[src/rtl/tilt_complementary_fusion_defines.svh]
// Assertion helpers for the tilt fusion block.
`ifndef TILT_COMPLEMENTARY_FUSION_DEFINES_SVH
`define TILT_COMPLEMENTARY_FUSION_DEFINES_SVH

// Same-cycle implication, sampled on aclk, off while in reset.
`define TCF_ASSERT_IMP(lbl, ante, cons) \
    lbl: assert property (@(posedge aclk) disable iff (!aresetn) (ante) |-> (cons)) \
        else $error("tcf check failed");

// Next-cycle implication.
`define TCF_ASSERT_NXT(lbl, ante, cons) \
    lbl: assert property (@(posedge aclk) disable iff (!aresetn) (ante) |=> (cons)) \
        else $error("tcf check failed");

`endif

[src/rtl/tcf_pkg.sv]
package tcf_pkg;

    localparam int CAL_SAMPLES  = 101;
    localparam int COUNT_W      = 7;
    localparam int SUM_W        = 31;
    localparam int BIAS_W       = 24;
    localparam int ANGLE_W      = 48;

    localparam int SQ_W         = 48;
    localparam int ROOT_W       = 24;
    localparam int ISQ_STEPS    = 24;

    localparam int CORDIC_STEPS = 24;
    localparam int CORDIC_W     = 48;
    localparam int CIN_W        = 25;
    localparam int Z_W          = 28;
    localparam int CSCALE       = 20;

    localparam logic signed [Z_W-1:0] PI_Q24 = 28'sd52707179;

    localparam logic [16:0] BLEND_RESET = 17'd6554;
    localparam logic [31:0] GAIN_RESET  = 32'd327860;

    localparam logic CFG_BLEND = 1'b0;
    localparam logic CFG_GAIN  = 1'b1;

    // atan(2^-i) in Q24 radians
    function automatic logic [CIN_W-1:0] atan_entry(input logic [4:0] idx);
        logic [CIN_W-1:0] v;
        case (idx)
            5'd0:    v = 25'd13176795;
            5'd1:    v = 25'd7778716;
            5'd2:    v = 25'd4110060;
            5'd3:    v = 25'd2086331;
            5'd4:    v = 25'd1047214;
            5'd5:    v = 25'd524117;
            5'd6:    v = 25'd262123;
            5'd7:    v = 25'd131069;
            5'd8:    v = 25'd65536;
            5'd9:    v = 25'd32768;
            5'd10:   v = 25'd16384;
            5'd11:   v = 25'd8192;
            5'd12:   v = 25'd4096;
            5'd13:   v = 25'd2048;
            5'd14:   v = 25'd1024;
            5'd15:   v = 25'd512;
            5'd16:   v = 25'd256;
            5'd17:   v = 25'd128;
            5'd18:   v = 25'd64;
            5'd19:   v = 25'd32;
            5'd20:   v = 25'd16;
            5'd21:   v = 25'd8;
            5'd22:   v = 25'd4;
            5'd23:   v = 25'd2;
            default: v = 25'd0;
        endcase
        return v;
    endfunction

endpackage

[src/rtl/tcf_isqrt.sv]
module tcf_isqrt (
    input  logic                            aclk,
    input  logic                            aresetn,
    input  logic                            start_i,
    input  logic [tcf_pkg::SQ_W-1:0]        value_i,
    output logic                            done_o,
    output logic [tcf_pkg::ROOT_W-1:0]      root_o
);

    logic                       busy_reg, busy_next;
    logic                       done_reg, done_next;
    logic [4:0]                 step_reg, step_next;
    logic [tcf_pkg::SQ_W-1:0]   v_reg, v_next;
    logic [tcf_pkg::SQ_W-1:0]   r_reg, r_next;
    logic [tcf_pkg::SQ_W-1:0]   bit_reg, bit_next;
    logic [tcf_pkg::SQ_W:0]     trial;

    // one result bit per step, from two bits of radicand
    always_comb begin
        trial     = {1'b0, r_reg} + {1'b0, bit_reg};
        busy_next = busy_reg;
        done_next = 1'b0;
        step_next = step_reg;
        v_next    = v_reg;
        r_next    = r_reg;
        bit_next  = bit_reg;
        if (start_i) begin
            busy_next = 1'b1;
            step_next = '0;
            v_next    = value_i;
            r_next    = '0;
            bit_next  = tcf_pkg::SQ_W'(1) << (2 * (tcf_pkg::ISQ_STEPS - 1));
        end else if (busy_reg) begin
            if ({1'b0, v_reg} >= trial) begin
                v_next = v_reg - trial[tcf_pkg::SQ_W-1:0];
                r_next = (r_reg >> 1) + bit_reg;
            end else begin
                r_next = r_reg >> 1;
            end
            bit_next  = bit_reg >> 2;
            step_next = step_reg + 5'd1;
            if (step_reg == 5'(tcf_pkg::ISQ_STEPS - 1)) begin
                busy_next = 1'b0;
                done_next = 1'b1;
            end
        end
    end

    always_ff @(posedge aclk) begin
        if (!aresetn) begin
            busy_reg <= 1'b0;
            done_reg <= 1'b0;
        end else begin
            busy_reg <= busy_next;
            done_reg <= done_next;
        end
        step_reg <= step_next;
        v_reg    <= v_next;
        r_reg    <= r_next;
        bit_reg  <= bit_next;
    end

    assign done_o = done_reg;
    assign root_o = r_reg[tcf_pkg::ROOT_W-1:0];

endmodule

[config.mk]
export PLATFORM = sky130hd
export DESIGN_NAME = tcf_isqrt
export DESIGN_NICKNAME = d
export VERILOG_FILES = /design/src/rtl/tilt_complementary_fusion_defines.svh /design/src/rtl/tcf_pkg.sv /design/src/rtl/tcf_isqrt.sv
export SDC_FILE = /design/constraint.sdc
export NUM_CORES = 1
export LEC_CHECK = 0
export BUFFER_PORTS_ARGS = -buffer_cell sky130_fd_sc_hd__clkbuf_2
export CORE_MARGIN = 1
export CORE_UTILIZATION = 45
export CTS_BUF_LIST = sky130_fd_sc_hd__clkbuf_4 sky130_fd_sc_hd__clkbuf_8
export CTS_CLUSTER_DIAMETER = 30
export DETAILED_ROUTE_END_ITERATION = 16
export GPL_TIMING_DRIVEN = 0
export PLACE_DENSITY_LB_ADDON = 0.2
export REMOVE_ABC_BUFFERS = 1
export SLEW_MARGIN = 20
export SYNTH_ARGS = -nofsm -noshare
export SYNTH_HDL_FRONTEND = slang
export SYNTH_SLANG_ARGS = --single-unit
[constraint.sdc]
create_clock -name aclk -period 10.02 [get_ports aclk]
set_input_delay 2.505 -clock aclk [delete_from_list [all_inputs] [get_ports aclk]]
set_output_delay 2.505 -clock aclk [all_outputs]
set_load 0.02 [all_outputs]
# --- After elaboration in Yosys (flattened, before gate mapping) ---
# Index checks and enable logic that the tools add are counted.
# W data, S select, Z words.
op_classes:
  muxes: 8
  n_reduce_logical: 4
  eq_ne: 1
  bitwise_logic: 2
  n_lt_le_gt_ge: 1
  add_sub_neg: 4
op_table:
  columns: ["op", "count"]
  rows:
  - ["$mux W48", 4]
  - ["$add A48 B47 Y49", 1]
  - ["$ge A48 B49 Y1", 1]
  - ["$add A47 B47 Y48", 1]
  - ["$sub A48 B48 Y48", 1]
  - ["$add A5 B1 Y5 const B", 1]
  - ["$eq A5 B5 Y1 const B", 1]
  - ["$mux W1", 4]
  - ["$reduce_bool A2 Y1", 2]
  - ["$reduce_or A3 Y1", 1]
  - ["$not A1 Y1", 2]
  - ["$reduce_and A2 Y1", 1]
word_totals:
  input_bits: 51
  out_inout_bits: 25
  word_cells: 26
  register_bits: 127

# --- Depth between registers and ports, before layout ---
depth:
  depth_word: 5
  mapped_depth: 25
  ltp_nobuf: 22

# --- Least setup slack after synthesis ---
# No wires, ideal clock.
synth_path:
  kind: "reg2reg"
  from: "register r_reg[10] in the netlist's numbering"
  to: "register v_reg[0] in the netlist's numbering (enable)"
  path_stages_with_launch: 24
  required_ps: 9500
  slack_ps: 1574
  period_less_slack_ps: 8446
  setup_time_ps: 520
  path_buffers: 3
  t_arrival_ps: 7926
  path_cell_list: "dfxtp_1 > ha_1 > a31oi_1 > o21bai_1 > a31oi_1 > a21oi_1 > or2_2 > a31o_2 > a21o_1 > a31o_2 > a31oi_1 > xor2_1 > ha_1 > buf_2 > nand4_1 > nor3_1 > nand2_1 > or3_1 > o21ai_4 > o221a_4 > nand2_2 > buf_6 > buf_2 > o21ai_0"
synth_between:
  elab_chain_len: 4
synth_lines:
  columns: ["item", "line", "source"]
  rows:
  - ["start: declaration", "tcf_isqrt.sv:14", "logic [tcf_pkg::SQ_W-1:0] r_reg, r_next;"]
  - ["start signal: assignment", "tcf_isqrt.sv:59", "r_reg <= r_next;"]
  - ["$add A48 B47 Y49", "tcf_isqrt.sv:20", "trial = {1'b0, r_reg} + {1'b0, bit_reg};"]
  - ["$ge A48 B49 Y1", "tcf_isqrt.sv:34", "if ({1'b0, v_reg} >= trial) begin"]
  - ["$reduce_bool A2 Y1 (no source line)", null, null]
  - ["$reduce_and A2 Y1 (no source line)", null, null]
  - ["end signal: assignment", "tcf_isqrt.sv:58", "v_reg <= v_next;"]
  - ["end: declaration", "tcf_isqrt.sv:13", "logic [tcf_pkg::SQ_W-1:0] v_reg, v_next;"]
# Every way passes these cells.
# A chain may end at the register's enable or synchronous reset.

# --- Final worst setup path ---
layout_path:
  from: "register r_reg[4] in the netlist's numbering"
  to: "register v_reg[16] in the netlist's numbering (enable)"
# Same word-level chain as after synthesis.

==> flow_summary.toml <==
[clock_tree]
clockBufferDepth = 2
numCtsBuffers = 17
tritoncts = "done"
ctsHoldBuffers = 0
post-cts-setup-buffers = 0
clk_latency_ps = 460
cts.sinks = 127
path_clk_slew_ps = 80
cts_resized = 0
ctsHtreeMaxLevel = 4
cts_root_buf = "clkbuf_8"

[power]
ir_drop_uv = 157
total_power_w = 0.00327
power_leakage_nw = 4.72
p_per_area_nw_per_um2 = 272

[synth]
ys_ff_latch = 127
synth_cells = 1394
ys.flop_type = "dfxtp_1"
synth_edf_count = 48
synth_area_sq_um = 11200
synth.yosys.warnings = 0
yosysUniqueCellTypes = 79
synth-async-reset-ratio_pct = 0
yosysSeqAreaShare_pct = 27.0
synth.avg_cell_area_sq_um = 8.05

[layout]
fin_nets = 1549
syn_to_final_growth_pct = 7.23
drive_gt1_share_pct = 9.71

[floorplanning]
die_y_microns = 160
start_util_pct = 46.0
core_sq_um = 24400
pin_count = 76
die-area_sq_um = 25600
core.rowCount = 57
dieWidth_microns = 160

[sta]
setup_viol = 0
skew_ps = 21.7
drv_slew = 0
min_period_ps = 7320
fmax_ghz = 0.137
finalHoldViolations = 0
period_share_pct = 73.0
whs_ps = 509
maxSlewHeadroom_pct = 40.1
worst_slew_pin_slew_ps = 885
rsz0062_at_grt = "false"

[worst_setup_path]
slowest_delay_ps = 750
path_class = "reg2reg"
cp_slowest_cell = "a211oi_1"
start_kind = "flop"
worst_setup_path_end_kind = "flop"
r2r_slack_ps = 2700
critical_path.max_fanout = 38
path_cells = "ha_1 -> a211oi_1 -> a211oi_1 -> nand3_1 -> a21oi_1 -> nor3_1 -> o31ai_1 -> nand2_1 -> nand2_1 -> a31oi_1 -> xor2_1 -> ha_1 -> nand4_1 -> nor2_1 -> nand3_1 -> o21ai_1 -> or3_1 -> o221a_4 -> nand2_2 -> o21ai_4 -> buf_16"
cp.arrival_ps = 7480
worstPathRequired_ps = 10180

[placed_design]
portBuffers = 75
hpwl_mm = 21.9
globalplace.congestion = 0.917

[grt]
grt_usage_pct = 23.3
first_global_vias = 9410
antenna_found_initial = 0
grt_max_degree = 101
grt_first_pass_wirelength_mm = 48.4
grt.overflow.total = 0

[status]
status = "completed"

[routing]
drt-wirelength-per-cell_microns = 17.0
num_vias = 10200
drtIter0Drc = 638
ant_nets = 0
drc_errors = 0
dr.pass1.iters = 5
drt-vias-per-instance = 5.86
wl_mm = 29.6

[worst_hold_path]
min_path_type = "reg2reg"

[run]
max_cap_viol_count = 0
[report_power, final]
| group | internal, W | total (W) | switching [W] |
|---|---|---|---|
| sequential | 0.000715 | 0.000827 | 0.000112 |
| clock | 0.000222 | 0.000444 | 0.000222 |
| combinational | 0.000781 | 0.00200 | 0.00122 |
[cell type report]
| cell class | count | area (sq um) |
|---|---|---|
| Antenna cell | 1 | 2.50 |
| Clock buffer | 18 | 248 |
| Clock inverter | 14 | 124 |
| Fill cell | 2459 | 12400 |
| Inverter | 42 | 158 |
| Multi-Input combinational cell | 1131 | 7570 |
| Sequential cell | 127 | 3030 |
| Tap cell | 324 | 405 |
| Timing Repair Buffer | 79 | 494 |
[worst paths after layout]
kind / startpoint / endpoint / cells after the start
worst min register to register: step_reg[4] / done_o / 2
worst max-delay path: r_reg[4] / v_reg[16] / 21
worst min-delay path: step_reg[4] / done_o / 2
worst max register to register: r_reg[4] / v_reg[16] / 21
[per-stage QoR]
step | cell area, sq um | std cells | TNS (ps) | util (%) | setup WS [ps]
2_1_floorplan | 10700 | 1300 | 0 | - | 1270
3_3_place_gp | 11500 | 1699 | -122190 | 47.2 | -2550
3_5_place_dp | 11600 | 1703 | 0 | 47.7 | 2710
4_1_cts | 12000 | 1735 | 0 | 49.3 | 2680
5_1_grt | 12000 | 1735 | 0 | 49.3 | 2420
6_report | 12000 | 1736 | 0 | 49.3 | 2700
[layout by cell type (no fill, tap or decap), types with 31 or more instances in the layout]
master / synthesis / final
a211oi_1: 31 / 31
a21o_1: 40 / 40
a21oi_1: 81 / 81
a31oi_1: 48 / 48
clkbuf_2: 1 / 74
dfxtp_1: 79 / 78
edfxtp_1: 48 / 48
ha_1: 99 / 99
inv_1: 41 / 41
mux2i_1: 38 / 38
nand2_1: 139 / 139
nand3_1: 38 / 37
nor2_1: 123 / 123
o21ai_0: 110 / 109
xnor2_1: 57 / 57
xor2_1: 56 / 56
[worst max-delay path, delay by kind of cell, from the launching register on]
family / cells / cell delay (ps)
AO/OA/AOI/OAI: 8 / 3190
AND/OR/NAND/NOR: 9 / 2090
adder cells (fa/ha/maj): 2 / 900
flip-flops: 1 / 390
buffers and inverters: 1 / 240
XOR/XNOR: 1 / 160
[cells in the mapped netlist (3+ instances only)]
master | n | area [sq um]
a211oi_1 | 31 | 233
a21o_1 | 40 | 300
a21oi_1 | 81 | 405
a221oi_1 | 17 | 149
a311oi_1 | 13 | 114
a31o_2 | 8 | 70.1
a31oi_1 | 48 | 300
a32o_1 | 3 | 30.0
and2_1 | 9 | 56.3
and3_1 | 9 | 56.3
and4_1 | 3 | 26.3
buf_2 | 17 | 85.1
buf_4 | 25 | 188
clkbuf_1 | 47 | 176
dfxtp_1 | 79 | 1580
edfxtp_1 | 48 | 1440
ha_1 | 99 | 1240
inv_1 | 41 | 154
mux2_2 | 5 | 56.3
mux2i_1 | 38 | 380
nand2_1 | 139 | 522
nand2b_1 | 5 | 31.3
nand3_1 | 38 | 190
nand4_1 | 24 | 150
nor2_1 | 123 | 462
nor2b_1 | 16 | 100
nor3_1 | 24 | 120
nor4_1 | 6 | 37.5
o211ai_1 | 7 | 52.6
o21a_1 | 10 | 75.1
o21ai_0 | 110 | 551
o21ai_1 | 23 | 115
o21bai_1 | 17 | 128
o22ai_1 | 3 | 18.8
o31ai_1 | 8 | 60.1
or3_1 | 14 | 87.6
or4_1 | 3 | 22.5
xnor2_1 | 57 | 499
xor2_1 | 56 | 490
[cells by family (layout without fill, tap and decap cells)]
family | Yosys count | after routing | synth area share, %
other | 0 | 1 | 0
AND/OR/NAND/NOR | 428 | 428 | 17.7
AO/OA/AOI/OAI | 446 | 446 | 25.6
multiplexers | 44 | 44 | 3.99
buffers and inverters | 136 | 153 | 5.72
flip-flops | 127 | 127 | 27.0
adder cells (fa/ha/maj) | 100 | 100 | 11.2
XOR/XNOR | 113 | 113 | 8.82
[per-layer routing]
layer / share of wire (%) / global-route usage, % / up-vias
met5: 0 / 0 / -
met4: 1.9 / 6.84 / 0
met2: 43 / 36.1 / 310
met1: 49 / 33.2 / 4698
met3: 5.3 / 3.53 / 34
li1: - / - / 5135
Power figures use the tool's default switching activity.
